## src/rtl/fds_pkg.sv

```systemverilog
package fds_pkg;

  localparam int NameMax      = 64;
  localparam int NameSlots    = 4096;
  localparam int MaxTextBytes = 1048576;

  localparam int LenW  = $clog2(NameMax);
  localparam int SlotW = $clog2(NameSlots + 1);
  localparam int ByteW = $clog2(MaxTextBytes + 1);

  localparam int MaxRes = 3;
  localparam int QDepth = 4;
  localparam int QPtrW  = $clog2(QDepth);
  localparam int QCntW  = $clog2(QDepth + 1);

  typedef enum logic [1:0] {
    KindChar   = 2'd0,
    KindEnd    = 2'd1,
    KindNoName = 2'd2,
    KindTotal  = 2'd3
  } kind_e;

  typedef struct packed {
    kind_e       kind;
    logic [7:0]  name_char;
    logic [11:0] name_slot;
    logic        stored;
    logic [19:0] decl_count;
  } res_t;

  // all results caused by one input byte
  typedef struct packed {
    logic [1:0]              cnt;
    res_t [MaxRes-1:0]       res;
  } bundle_t;

endpackage

```

## src/rtl/fds_front.sv

```systemverilog
module fds_front (
  input  logic             clk_i,
  input  logic             rst_ni,
  input  logic             in_valid_i,
  input  logic [7:0]       text_byte_i,
  input  logic             end_of_text_i,
  output logic             in_stall_o,
  input  logic             cfg_we_i,
  input  logic             cfg_wdata_i,
  input  logic             full_i,
  output logic             push_o,
  output fds_pkg::bundle_t bundle_o
);
  import fds_pkg::*;

  typedef enum logic [8:0] {
    ModeNormal  = 9'b000000001,
    ModeComment = 9'b000000010,
    ModeString  = 9'b000000100,
    ModeEscape  = 9'b000001000,
    ModeSlash   = 9'b000010000,
    ModeF       = 9'b000100000,
    ModeFn      = 9'b001000000,
    ModeWs      = 9'b010000000,
    ModeName    = 9'b100000000
  } mode_e;

  localparam logic [7:0] ChF     = 8'h66;
  localparam logic [7:0] ChN     = 8'h6E;
  localparam logic [7:0] ChSlash = 8'h2F;
  localparam logic [7:0] ChQuote = 8'h22;
  localparam logic [7:0] ChBack  = 8'h5C;
  localparam logic [7:0] ChLf    = 8'h0A;

  function automatic logic is_ident(logic [7:0] c);
    return (c >= 8'h61 && c <= 8'h7A) || (c >= 8'h41 && c <= 8'h5A) ||
           (c >= 8'h30 && c <= 8'h39) || c == 8'h5F;
  endfunction

  function automatic logic is_digit(logic [7:0] c);
    return c >= 8'h30 && c <= 8'h39;
  endfunction

  function automatic logic is_space(logic [7:0] c);
    return c == 8'h20 || c == 8'h09 || c == 8'h0A || c == 8'h0D;
  endfunction

  function automatic res_t mk_res(kind_e k, logic [7:0] ch, logic [11:0] sl, logic st,
                                  logic [19:0] tot);
    res_t r;
    r.kind       = k;
    r.name_char  = ch;
    r.name_slot  = sl;
    r.stored     = st;
    r.decl_count = tot;
    return r;
  endfunction

  mode_e            mode_q, mode_d;
  logic             prev_q, prev_d;
  logic [LenW-1:0]  len_q, len_d;
  logic [SlotW-1:0] slots_q, slots_d;
  logic             cur_q, cur_d;
  logic [19:0]      total_q, total_d;
  logic [ByteW-1:0] bytes_q, bytes_d;
  logic             over_q, over_d;
  logic             cap_q;
  logic             accept;
  logic [1:0]       n;
  logic             no_name, plain_go, plain_prev, do_end, name_out;
  bundle_t          bun;

  assign in_stall_o = full_i;
  assign accept     = in_valid_i && !full_i;
  assign push_o     = accept && (bun.cnt != 2'd0);
  assign bundle_o   = bun;

  always_comb begin
    mode_d     = mode_q;
    prev_d     = prev_q;
    len_d      = len_q;
    slots_d    = slots_q;
    cur_d      = cur_q;
    total_d    = total_q;
    bytes_d    = bytes_q;
    over_d     = over_q;
    bun        = '0;
    n          = 2'd0;
    no_name    = 1'b0;
    plain_go   = 1'b0;
    plain_prev = 1'b0;
    do_end     = 1'b0;
    name_out   = 1'b0;

    if (!over_d && bytes_d >= ByteW'(MaxTextBytes)) begin
      over_d = 1'b1;
    end

    if (!over_d) begin
      bytes_d = bytes_d + 1'b1;
      case (mode_q)
        ModeComment: begin
          if (text_byte_i == ChLf) mode_d = ModeNormal;
          prev_d = 1'b0;
        end
        ModeString: begin
          if (text_byte_i == ChBack) mode_d = ModeEscape;
          else if (text_byte_i == ChQuote) mode_d = ModeNormal;
          prev_d = 1'b0;
        end
        ModeEscape: begin
          mode_d = ModeString;
          prev_d = 1'b0;
        end
        ModeSlash: begin
          if (text_byte_i == ChSlash) begin
            mode_d = ModeComment;
            prev_d = 1'b0;
          end else begin
            plain_go   = 1'b1;
            plain_prev = 1'b0;
          end
        end
        ModeF: begin
          if (text_byte_i == ChN) begin
            mode_d = ModeFn;
            prev_d = 1'b1;
          end else begin
            plain_go   = 1'b1;
            plain_prev = 1'b1;
          end
        end
        ModeFn: begin
          if (is_ident(text_byte_i)) begin
            mode_d = ModeNormal;
            prev_d = 1'b1;
          end else if (is_space(text_byte_i)) begin
            mode_d = ModeWs;
            prev_d = 1'b0;
          end else begin
            no_name    = 1'b1;
            plain_go   = 1'b1;
            plain_prev = 1'b1;
          end
        end
        ModeWs: begin
          if (is_space(text_byte_i)) begin
            mode_d = ModeWs;
          end else if (is_ident(text_byte_i) && !is_digit(text_byte_i)) begin
            mode_d   = ModeName;
            prev_d   = 1'b1;
            len_d    = '0;
            cur_d    = cap_q && (slots_q < SlotW'(NameSlots));
            name_out = 1'b1;
          end else begin
            no_name    = 1'b1;
            plain_go   = 1'b1;
            plain_prev = 1'b0;
          end
        end
        ModeName: begin
          if (is_ident(text_byte_i)) begin
            name_out = 1'b1;
          end else begin
            do_end     = 1'b1;
            plain_go   = 1'b1;
            plain_prev = 1'b1;
          end
        end
        default: begin
          plain_go   = 1'b1;
          plain_prev = prev_q;
        end
      endcase

      if (no_name) begin
        if (total_d != '1) total_d = total_d + 1'b1;
        bun.res[n] = mk_res(KindNoName, 8'd0, 12'd0, 1'b0, total_d);
        n = n + 2'd1;
      end
      if (name_out && cur_d && len_d < LenW'(NameMax - 1)) begin
        len_d      = len_d + 1'b1;
        bun.res[n] = mk_res(KindChar, text_byte_i, 12'(slots_d), 1'b1, total_d);
        n = n + 2'd1;
      end
      if (do_end) begin
        if (total_d != '1) total_d = total_d + 1'b1;
        bun.res[n] = mk_res(KindEnd, 8'd0, cur_d ? 12'(slots_d) : 12'd0, cur_d, total_d);
        n = n + 2'd1;
        if (cur_d) slots_d = slots_d + 1'b1;
        cur_d = 1'b0;
        len_d = '0;
      end
      if (plain_go) begin
        if (text_byte_i == ChQuote) begin
          mode_d = ModeString;
          prev_d = 1'b0;
        end else if (text_byte_i == ChSlash) begin
          mode_d = ModeSlash;
          prev_d = 1'b0;
        end else if (!plain_prev && text_byte_i == ChF) begin
          mode_d = ModeF;
          prev_d = 1'b1;
        end else begin
          mode_d = ModeNormal;
          prev_d = is_ident(text_byte_i);
        end
      end
    end

    if (end_of_text_i) begin
      if (over_d) begin
        total_d = '0;
      end else if (mode_d == ModeFn || mode_d == ModeWs) begin
        if (total_d != '1) total_d = total_d + 1'b1;
        bun.res[n] = mk_res(KindNoName, 8'd0, 12'd0, 1'b0, total_d);
        n = n + 2'd1;
      end else if (mode_d == ModeName) begin
        if (total_d != '1) total_d = total_d + 1'b1;
        bun.res[n] = mk_res(KindEnd, 8'd0, cur_d ? 12'(slots_d) : 12'd0, cur_d, total_d);
        n = n + 2'd1;
      end
      bun.res[n] = mk_res(KindTotal, 8'd0, 12'd0, 1'b0, total_d);
      n = n + 2'd1;
      mode_d  = ModeNormal;
      prev_d  = 1'b0;
      len_d   = '0;
      slots_d = '0;
      cur_d   = 1'b0;
      total_d = '0;
      bytes_d = '0;
      over_d  = 1'b0;
    end
    bun.cnt = n;
  end

  always_ff @(posedge clk_i or negedge rst_ni) begin
    if (!rst_ni) begin
      mode_q  <= ModeNormal;
      prev_q  <= 1'b0;
      len_q   <= '0;
      slots_q <= '0;
      cur_q   <= 1'b0;
      total_q <= '0;
      bytes_q <= '0;
      over_q  <= 1'b0;
      cap_q   <= 1'b1;
    end else begin
      if (cfg_we_i) cap_q <= cfg_wdata_i;
      if (accept) begin
        mode_q  <= mode_d;
        prev_q  <= prev_d;
        len_q   <= len_d;
        slots_q <= slots_d;
        cur_q   <= cur_d;
        total_q <= total_d;
        bytes_q <= bytes_d;
        over_q  <= over_d;
      end
    end
  end

endmodule

```

## src/rtl/fds_queue.sv

```systemverilog
module fds_queue (
  input  logic             clk_i,
  input  logic             rst_ni,
  input  logic             push_i,
  input  fds_pkg::bundle_t bundle_i,
  output logic             full_o,
  input  logic             pop_i,
  output logic             head_valid_o,
  output fds_pkg::bundle_t head_o
);
  import fds_pkg::*;

  bundle_t          mem_q [QDepth];
  logic [QPtrW-1:0] wr_q, rd_q;
  logic [QCntW-1:0] cnt_q;
  logic             do_pop;

  assign full_o       = cnt_q == QCntW'(QDepth);
  assign head_valid_o = cnt_q != '0;
  assign head_o       = mem_q[rd_q];
  assign do_pop       = pop_i && head_valid_o;

  always_ff @(posedge clk_i) begin
    if (push_i && !full_o) mem_q[wr_q] <= bundle_i;
  end

  always_ff @(posedge clk_i or negedge rst_ni) begin
    if (!rst_ni) begin
      wr_q  <= '0;
      rd_q  <= '0;
      cnt_q <= '0;
    end else begin
      if (push_i && !full_o) begin
        wr_q <= (wr_q == QPtrW'(QDepth - 1)) ? '0 : wr_q + 1'b1;
      end
      if (do_pop) begin
        rd_q <= (rd_q == QPtrW'(QDepth - 1)) ? '0 : rd_q + 1'b1;
      end
      cnt_q <= cnt_q + QCntW'(push_i && !full_o) - QCntW'(do_pop);
    end
  end

endmodule

```

## src/rtl/fds_back.sv

```systemverilog
module fds_back (
  input  logic             clk_i,
  input  logic             rst_ni,
  input  logic             head_valid_i,
  input  fds_pkg::bundle_t head_i,
  output logic             pop_o,
  output logic             out_valid_o,
  input  logic             out_stall_i,
  output fds_pkg::res_t    res_o,
  output logic             last_o
);
  import fds_pkg::*;

  logic [1:0] idx_q;
  logic       ov_q;
  res_t       res_q;
  logic       last_q;
  logic       take, fin;

  assign take        = head_valid_i && (!ov_q || !out_stall_i);
  assign fin         = idx_q == (head_i.cnt - 2'd1);
  assign pop_o       = take && fin;
  assign out_valid_o = ov_q;
  assign res_o       = res_q;
  assign last_o      = last_q;

  always_ff @(posedge clk_i or negedge rst_ni) begin
    if (!rst_ni) begin
      ov_q  <= 1'b0;
      idx_q <= '0;
    end else if (take) begin
      ov_q  <= 1'b1;
      idx_q <= fin ? 2'd0 : idx_q + 2'd1;
    end else if (!out_stall_i) begin
      ov_q <= 1'b0;
    end
  end

  always_ff @(posedge clk_i) begin
    if (take) begin
      res_q  <= head_i.res[idx_q];
      last_q <= fin;
    end
  end

endmodule

```

## src/rtl/fn_declaration_scanner.sv

```systemverilog
// path: a byte's results are queued, then registered at the back end output
// throughput: one text byte per cycle unless the queue is full; the back end sends
//   one result beat per cycle unless out_stall_i is set, one beat per result of a byte
// a four-entry queue of per-byte result groups sits between front and back end
// reset: async active low, clears scan state and sets name capture on
module fn_declaration_scanner (
  input  logic        clk_i,
  input  logic        rst_ni,
  input  logic        in_valid_i,
  output logic        in_stall_o,
  input  logic [7:0]  text_byte_i,
  input  logic        end_of_text_i,
  input  logic        cfg_we_i,
  input  logic        cfg_wdata_i,
  output logic        out_valid_o,
  input  logic        out_stall_i,
  output logic [1:0]  kind_o,
  output logic [7:0]  name_char_o,
  output logic [11:0] name_slot_o,
  output logic        stored_o,
  output logic [19:0] decl_count_o,
  output logic        last_o
);
  import fds_pkg::*;

  logic    push, full, pop, head_valid;
  bundle_t bun, head;
  res_t    res;

  fds_front u_front (
    .clk_i         (clk_i),
    .rst_ni        (rst_ni),
    .in_valid_i    (in_valid_i),
    .text_byte_i   (text_byte_i),
    .end_of_text_i (end_of_text_i),
    .in_stall_o    (in_stall_o),
    .cfg_we_i      (cfg_we_i),
    .cfg_wdata_i   (cfg_wdata_i),
    .full_i        (full),
    .push_o        (push),
    .bundle_o      (bun)
  );

  fds_queue u_queue (
    .clk_i        (clk_i),
    .rst_ni       (rst_ni),
    .push_i       (push),
    .bundle_i     (bun),
    .full_o       (full),
    .pop_i        (pop),
    .head_valid_o (head_valid),
    .head_o       (head)
  );

  fds_back u_back (
    .clk_i        (clk_i),
    .rst_ni       (rst_ni),
    .head_valid_i (head_valid),
    .head_i       (head),
    .pop_o        (pop),
    .out_valid_o  (out_valid_o),
    .out_stall_i  (out_stall_i),
    .res_o        (res),
    .last_o       (last_o)
  );

  assign kind_o       = res.kind;
  assign name_char_o  = res.name_char;
  assign name_slot_o  = res.name_slot;
  assign stored_o     = res.stored;
  assign decl_count_o = res.decl_count;

endmodule

```

## config.mk

```make
export PLATFORM = sky130hd
export DESIGN_NAME = fn_declaration_scanner
export DESIGN_NICKNAME = d
export VERILOG_FILES = /design/src/rtl/fds_pkg.sv /design/src/rtl/fds_front.sv /design/src/rtl/fds_queue.sv /design/src/rtl/fds_back.sv /design/src/rtl/fn_declaration_scanner.sv
export SDC_FILE = /design/constraint.sdc
export NUM_CORES = 1
export LEC_CHECK = 0
export ABC_AREA = 1
export BUFFER_PORTS_ARGS = -buffer_cell sky130_fd_sc_hd__buf_4
export CAP_MARGIN = 20
export CORE_MARGIN = 2
export CORE_UTILIZATION = 35
export CTS_CLUSTER_DIAMETER = 80
export CTS_CLUSTER_SIZE = 24
export DETAILED_ROUTE_END_ITERATION = 6
export SYNTH_ARGS = -nofsm -noshare
export SYNTH_HDL_FRONTEND = slang
export SYNTH_SLANG_ARGS = --single-unit
```

## constraint.sdc

```tcl
create_clock -name clk_i -period 9.98 [get_ports clk_i]
set_clock_uncertainty 0.2 [all_clocks]
set_input_delay 1.996 -clock clk_i [delete_from_list [all_inputs] [get_ports clk_i]]
set_output_delay 1.996 -clock clk_i [all_outputs]
set_load 0.02 [all_outputs]
```

==> results of run 1 <==
-- cell families after synthesis --
kind of cell               count (synthesis)  synth area share
adders and majority gates                 24           0.00922
and+or+nand+nor                         1708             0.225
xor gates and xnor gates                  42            0.0110
DFF                                      619             0.545
other                                      1          0.000112
buffers and inverters                    538            0.0637
AOI/OAI and AO/OA                        833             0.146
muxes                                      1          0.000337
-- synthesized netlist by cell type, drive strengths merged (2+ instances only) --
| master | count |
|---|---|
| o22ai | 113 |
| a211oi | 2 |
| o31ai | 6 |
| o221ai | 54 |
| a32o | 20 |
| dfrtp | 81 |
| o21ai | 415 |
| or2 | 5 |
| a21o | 3 |
| edfxtp | 536 |
| xnor2 | 5 |
| a22oi | 3 |
| a31oi | 33 |
| nor3 | 49 |
| o311ai | 3 |
| xor2 | 37 |
| nand3b | 9 |
| a21oi | 124 |
| clkbuf | 171 |
| nand3 | 311 |
| buf | 52 |
| nand2 | 759 |
| nand4 | 40 |
| ha | 23 |
| and2 | 4 |
| a21boi | 2 |
| inv | 307 |
| o32ai | 3 |
| dfstp | 2 |
| clkinv | 8 |
| o21a | 2 |
| nor4 | 15 |
| nor2 | 515 |
| o21bai | 2 |
| o211ai | 42 |
-- placed cells by master (no fill, tap or decap), drive strengths merged, types with 6 or more instances in the layout --
cell,n
edfxtp,536
nand3b,9
o22ai,113
o221ai,54
nor4,15
nand3,311
dfrtp,81
a31oi,33
o21ai,415
o211ai,42
clkbuf,45
ha,23
nand4,40
buf,117
o31ai,6
xor2,37
a32o,20
conb,36
inv,311
nor2,515
a21oi,124
nand2,759
clkinv,18
nor3,49
-- flip-flops by register name, indices dropped and copies added, names as in the netlist --
name	flops
u_back.res_o	43
u_front.cap_q	1
u_queue.cnt_q	3
u_front.bytes_q	21
u_front.over_q	1
u_back.idx_q	2
u_front.mode_q	9
u_queue.wr_q	2
u_front.len_q	6
u_front.slots_q	13
u_front.total_q	20
u_front.cur_q	1
u_back.out_valid_o	1
u_queue.mem_q	492
u_front.prev_q	1
u_queue.rd_q	2
u_back.last_o	1
-- where the power goes --
part	switching (mW)	total [mW]	leakage, nW	internal [mW]
logic	3.38	4.64	6.64	1.26
registers	0.254	3.68	6.02	3.43
clock network	0.956	1.76	0.620	0.808
total	4.59	10.1	13.3	5.49
-- per-layer routing --
metal,track usage,vias to the layer above,part of all wire
li1,-,13015,-
met1,0.310,13416,0.44
met2,0.322,1237,0.45
met3,0.0287,191,0.078
met4,0.0677,0,0.033
met5,0,-,0
-- cell type report --
cell class,count,share of cell area
antenna,1,0.0000686
clock buffer,45,0.0279
clock inverter,16,0.00751
inverter,315,0.0326
multi-input combinational,2644,0.363
sequential,619,0.498
tap,1265,0.0434
timing repair buffer,117,0.0268
-- through the flow --
stage	cells	TNS, ps
after global placement	4960	0
after CTS	5021	0
after floorplan	3801	-61970
after detailed placement	4960	0
final	5022	0
after global routing	5021	0
-- final timing paths --
kind,startpoint,to,cells past startpoint
max in group asynchronous,rst_ni,u_queue.rd_q[0],2
min,u_front.bytes_q[19],u_front.bytes_q[19],1
max,text_byte_i[7],u_queue.mem_q[1][71],33
min in group asynchronous,rst_ni,u_front.bytes_q[14],1
min reg2reg,u_front.bytes_q[19],u_front.bytes_q[19],1
max reg2reg,u_front.mode_q[6],u_queue.mem_q[1][71],25
==> Implementation_results.wiki, run 1 <==
{| class="wikitable"
! Metric !! Value
|-
| Post-synthesis cell type with the largest combined area || edfxtp_1
|-
| Area of the core region || about 0.095 mm2
|-
| Number of global-route vias before repair || ~26000
|-
| TritonCTS Buffers || 39
|-
| Minimum setup slack among reg-to-reg paths || roughly 3100 ps
|-
| Initial Utilization || 0.352
|-
| Post-synth EDFFs || roughly 540
|-
| Slowest library cell on the worst path || clkinv_1
|-
| Most frequent CP cell || nor2_1
|-
| Synthesized netlist cell count || around 3800
|-
| TritonCTS clock tree || yes
|-
| Overall die height || 313 um
|-
| Library cells used by synthesis || 67
|-
| Final number of setup-violating endpoints || 0
|-
| Total Die Area || 0.0978 mm2
|-
| Number of failing hold endpoints at the final stage || 0
|-
| Final count of pins violating max slew || 0
|-
| Worst stage delay on the critical path || around 400 ps
|-
| Initial antenna violation count || 1
|-
| Remaining antenna violation count || 0
|-
| Sequential area share after synthesis || 0.545
|-
| Number of port buffers || 60
|-
| Overall power || approximately 10 mW
|-
| Peak supply drop || 225 uV
|-
| Initial DRT Pass Iterations || 6
|-
| Mean Syn Cell Area || around 8.9 um2
|-
| Number of inserted filler cells in the final layout || between 9000 and 10000
|-
| Register clock-pin slew on the reported worst setup and hold paths || roughly 90 ps
|-
| RSZ-0062 raised after global routing || no
|-
| Max Clock Freq || about 0.13 GHz
|-
| Standard-cell row count || approximately 110
|-
| Clock Sinks || 619
|-
| Worst setup EP type || flop
|-
| Hold crit path type || flop to flop
|-
| Hold buffers post-CTS || 0
|-
| Routed wirelength normalized by instance count || 21.0 um
|-
| Drt total wl || 106 mm
|-
| Fraction of synthesized cell area taken by the top area cell type || 0.482
|-
| Total routing resource utilization after global routing || 0.211
|-
| Total non-filler cell area in the finished layout || 0.0365 mm2
|-
| Vias || 27859
|-
| Total power per unit cell area || approximately 280 mW/mm2
|-
| Number of design-rule violations left by the first detailed-router iteration || around 3400
|-
| Number of storage elements in the synthesis netlist || 619
|-
| Count of warnings emitted by yosys || 0
|-
| Multi-input gate area in the final layout || 0.0133 mm2
|-
| Placed wire-length estimate || 68.8 mm
|-
| Share of the core filled with cells in the final layout || 0.385
|-
| Number of top-level design ports || 61
|-
| First-pass GRT wire length || approximately 160 mm
|-
| Final period util || 0.780
|-
| Detail-routed via count per cell || about 5.5
|-
| Data arrival time of the critical path || around 8000 ps
|-
| Die Width || about 310 um
|-
| Global-route congestion overflow total || 0
|-
| Kind of critical path || input port to flop
|-
| Max-cap check violation count || 0
|-
| Growth of design area from synthesis to finish || 9.35%
|-
| Crit path required time || just over 10000 ps
|-
| Min Tclk post-route || between 7000 and 8000 ps
|-
| Root cell of the clock tree || clkbuf_16
|-
| Combined area of all synthesized cells || roughly 0.033 mm2
|-
| Final RePlAce weighted congestion || 0.964
|-
| Worst hold slack after final layout || roughly 280 ps
|-
| H-Tree Level Count || 2
|-
| Count of nets after finishing || about 3800
|-
| Most instantiated flip-flop cell in the synthesis netlist || edfxtp_1
|-
| Final setup slack of the worst path || 2190 ps
|-
| Setup Fix Bufs, Post-CTS || 0
|-
| Residual DRC || 0
|-
| Top cells by area, synth || edfxtp_1 (48%), nand2_1 (8.2%), dfrtp_1 (6.1%)
|-
| CTS max path bufs || 3
|-
| Share of layout cells above drive strength 1 || 0.0836
|-
| Quantity of gates resized following cts || 0
|-
| Largest driver fanout on the critical path || 16
|-
| Maximum number of pins on one net before global-route repair || around 220
|-
| Register area || approximately 0.018 mm2
|-
| Post-synth ARST share || 0.134
|-
| Delay-heaviest family, CP || simple AND/OR/NAND/NOR gates
|-
| Transition time of the tightest slew-check pin || ~1100 ps
|-
| Area of placed instances || 0.0352 mm2
|-
| Worst path bufs/invs || 11
|-
| Outcome || complete, no violations
|-
| Static power due to leakage || around 13 nW
|-
| Worst slew slack as a fraction of its limit || 0.246
|-
| Clk Latency, worst-skew pair || ~620 ps
|-
| Worst-case setup slack after placement || approximately 1600 ps
|-
| Startpoint type of the worst setup path || input port
|}
(Power assumes the default switching activity.)
==> inputs of run 2 (changes only) <==
- ABC_AREA: 1 -> 0
- clock period: 9.98 -> 7.6 ns (I/O delays scaled with it)
==> Implementation_results.wiki, run 2 <==
{| class="wikitable"
! Metric !! Value
|-
| Crit path required time || 7680 ps (-2460 ps)
|-
| Count of warnings emitted by yosys || 0 (unchanged)
|-
| Growth of design area from synthesis to finish || 14.4%
|-
| Number of top-level design ports || 61 (unchanged)
|-
| Number of port buffers || 60 (unchanged)
|-
| Total negative slack for setup checks || 0 ps (unchanged)
|-
| Remaining antenna violation count || 0 (unchanged)
|-
| TritonCTS clock tree || yes
|-
| Final count of pins violating max slew || 0 (unchanged)
|-
| Drt total wl || 99.1 mm (-6.1%)
|-
| RSZ-0062 raised after global routing || no
|-
| Final period util || 0.919
|-
| Hold crit path type || flop to flop
|-
| Sequential area share after synthesis || 0.587 (+0.0423)
|-
| Adder-cell share of the synthesized area || 0.00994 (+0.000716)
|-
| Final RePlAce weighted congestion || 0.989 (+2.6%)
|-
| Max-cap check violation count || 0 (unchanged)
|-
| Routed metal-1 wirelength || 43.9 mm (-5.9%)
|-
| Minimum setup slack among reg-to-reg paths || 1040 ps (-2100 ps)
|-
| Most instantiated flip-flop cell in the synthesis netlist || edfxtp_1
|-
| Max FFs per register || 492 (unchanged)
|-
| Standard-cell row count || 109 (-3.5%)
|-
| Worst path bufs/invs || 1 (-10)
|-
| Initial Utilization || 0.352 (about the same)
|-
| Post-synth ARST share || 0.134 (unchanged)
|-
| Data arrival time of the critical path || 7070 ps (-880 ps)
|-
| Share of the synthesized netlist area taken by xor and xnor gates || 0.0220 (+0.0110)
|-
| Count leader, synth || edfxtp_1
|-
| Met2 routed WL || 46.5 mm (-1.5%)
|-
| Clk Latency, worst-skew pair || 600 ps (-20 ps)
|-
| Total non-filler cell area in the finished layout || 0.0354 mm2 (-2.9%)
|-
| Worst setup EP type || flop
|-
| First-pass GRT wire length || 147 mm (-8.9%)
|-
| Crit-path cells || buf_4 > or3_1 > nor3_2 > o2111ai_2 > a221oi_2 > mux2_2 > ha_1 > nand4_1 > or3_1 > nor3_4 > nor3_1 > a2111o_1 > nor4_4 > nand3b_1 > nor4_1 > mux2i_1 > o21ai_0
|-
| Vias || 21989 (-21%)
|-
| H-Tree Level Count || 2 (unchanged)
|-
| Peak supply drop || 227 uV (+1.2%)
|-
| Total Die Area || 0.0909 mm2 (-7.1%)
|-
| Top cells by area, synth || edfxtp_1 (52%), mux4_2 (8.9%), dfrtp_1 (6.5%)
|-
| Post-synth EDFFs || 536 (unchanged)
|-
| Startpoint type of the worst setup path || input port
|-
| Setup Fix Bufs, Post-CTS || 0 (unchanged)
|-
| Min Tclk post-route || about 7000 ps
|-
| Static power due to leakage || 11.8 nW (-11%)
|-
| Overall die height || 301 um (-3.6%)
|-
| Kind of critical path || input port to flop
|-
| Quantity of gates resized following cts || 0 (unchanged)
|-
| Routed wirelength normalized by instance count || 25.8 um (+23%)
|-
| Combinational family with the most area after synthesis || simple AND/OR/NAND/NOR gates
|-
| Register clock-pin slew on the reported worst setup and hold paths || 80 ps (about the same)
|-
| Initial DRT Pass Iterations || 7 (+1)
|-
| Slowest library cell on the worst path || or3_1
|-
| Outcome || finished, violations left
|-
| Clock Sinks || 619 (unchanged)
|-
| Worst stage delay on the critical path || 650 ps (+250 ps)
|-
| Placed wire-length estimate || 71.3 mm (+3.7%)
|-
| Die Width || 301 um (-3.6%)
|-
| Final number of setup-violating endpoints || 0 (unchanged)
|-
| Simple-gate portion of the synthesized area || 0.127 (-0.0974)
|-
| Area of the core region || 0.0880 mm2 (-7.1%)
|-
| Global-route congestion overflow total || 0 (unchanged)
|-
| Most frequent cells in the layout || edfxtp_1 (536), buf_4 (256), nand2_1 (254)
|-
| Max Clock Freq || 0.143 GHz
|-
| Delay-heaviest family, CP || simple AND/OR/NAND/NOR gates
|-
| Most common library cell in the layout ignoring fill and taps || edfxtp_1
|-
| Synthesized netlist cell count || 2454 (-35%)
|-
| CTS max path bufs || 3 (unchanged)
|-
| Post-synth top cells || edfxtp_1 (536), nand2_1 (254), nor2_1 (196), o21ai_0 (177), mux4_2 (123)
|-
| Most frequent CP cell || or3_1
|-
| Total length of routed met3 wires || 5.54 mm (-33%)
|-
| Highest routed metal layer || met5
|-
| Failing checks || design-rule violations
|-
| Synthesized-area fraction occupied by ao, oa, aoi and oai cells || 0.114 (-0.0325)
|-
| Initial antenna violation count || 1 (unchanged)
|-
| Total routing resource utilization after global routing || 0.217 (+0.00592)
|-
| Number of failing hold endpoints at the final stage || 0 (unchanged)
|-
| Count of nets after finishing || 2683 (-29%)
|-
| Largest driver fanout on the critical path || 10 (-6)
|-
| Total power per unit cell area || 264 mW/mm2 (-4.3%)
|-
| Post-synthesis cell type with the largest combined area || edfxtp_1
|-
| Combined area of all synthesized cells || 0.0310 mm2 (-7.2%)
|-
| Worst slew slack as a fraction of its limit || 0.272 (+0.0262)
|-
| Transition time of the tightest slew-check pin || 1080 ps (-50.7 ps)
|-
| Number of design-rule violations left by the first detailed-router iteration || 2405 (-30%)
|-
| Mux cell area share after synthesis || 0.115 (+0.114)
|-
| Detail-routed via count per cell || 5.74 (+3.4%)
|-
| Number of global-route vias before repair || 21875 (-15%)
|-
| Library cells used by synthesis || 106 (+58%)
|-
| Share of layout cells above drive strength 1 || 0.198 (+0.114)
|-
| Maximum number of pins on one net before global-route repair || 64 (-71%)
|-
| Fraction of synthesized cell area taken by the top area cell type || 0.520 (+0.0375)
|-
| Hold buffers post-CTS || 0 (unchanged)
|-
| Area of placed instances || 0.0342 mm2 (-2.9%)
|-
| Mean Syn Cell Area || 12.6 um2 (+42%)
|-
| TritonCTS Buffers || 37 (-5.1%)
|-
| Register with the highest flop count || u_queue.mem_q
|-
| Residual DRC || 10 (+10)
|-
| Overall power || 9.37 mW (-7.1%)
|-
| Root cell of the clock tree || clkbuf_16
|-
| Number of storage elements in the synthesis netlist || 619 (unchanged)
|}
==> run 2: cell count changes after synthesis, moves of 39 or more <==
cell	previous run	this run
clkbuf_1	171	106
inv_1	285	35
mux2i_1	0	65
mux4_2	0	123
nand2_1	731	254
nand3_1	285	65
nor2_1	489	196
o21ai_0	399	177
o221ai_1	54	15
o22ai_1	113	20
==> run 2: path summary, 6_finish.rpt <==
check / startpoint / end / depth (start not counted)
worst max-delay path: text_byte_i[3] / u_queue.mem_q[1][62] / 17
worst min-delay path: u_front.len_q[3] / u_front.len_q[3] / 2
worst max register to register: u_front.mode_q[2] / u_queue.mem_q[0][19] / 20
worst min register to register: u_front.len_q[3] / u_front.len_q[3] / 2
max in group asynchronous: rst_ni / u_queue.rd_q[1] / 2
min in group asynchronous: rst_ni / u_front.bytes_q[17] / 1
==> run 2: kinds of logic after synthesis <==
logic type | Yosys count
xor gates and xnor gates | 76
DFF | 619
buffers and inverters | 193
muxes | 199
other | 1
and+or+nand+nor | 796
adders and majority gates | 24
AOI/OAI and AO/OA | 546
==> run 2: power by group <==
group	internal (mW)	switching [mW]	total, mW
clock	1.04	1.20	2.24
sequential	4.23	0.239	4.47
combinational	1.12	1.55	2.67
total	6.39	2.98	9.37
==> run 2: area by class of cell <==
class                   count  area [um2]
fillers                  8278       52500
flip-flops and latches    619       18200
multi-input cells        1677       12200
repair buffers            271        2210
well taps                1165        1460
clock buffers              48        1020
clock inverters            15         234
inverters                  38         143
diodes                      1        2.50
==> run 2: per-layer routing <==
| metal | GRT usage | vias up |
|---|---|---|
| li1 | - | 9774 |
| met1 | 0.307 | 11194 |
| met2 | 0.350 | 861 |
| met3 | 0.0259 | 158 |
| met4 | 0.0670 | 2 |
| met5 | 0 | - |
==> run 2: worst reg2reg max path: cells and delay by family (launching register included) <==
family                     cells  cell delay (ps)
adders and majority gates      1              320
and+or+nand+nor                9             2590
AOI/OAI and AO/OA              5             1820
buffers and inverters          3              480
xor gates and xnor gates       2              300
DFF                            1              550
==> run 2: through the flow <==
step | worst slack (ps) | hold slack (ps) | util | instances
floorplan | 24.7 | 242 | - | 2489
global placement | 219 | 265 | 0.388 | 3769
detailed placement | 135 | 278 | 0.388 | 3769
CTS | 724 | 295 | 0.403 | 3832
global route | 382 | 327 | 0.403 | 3833
finish | 616 | 289 | 0.403 | 3834
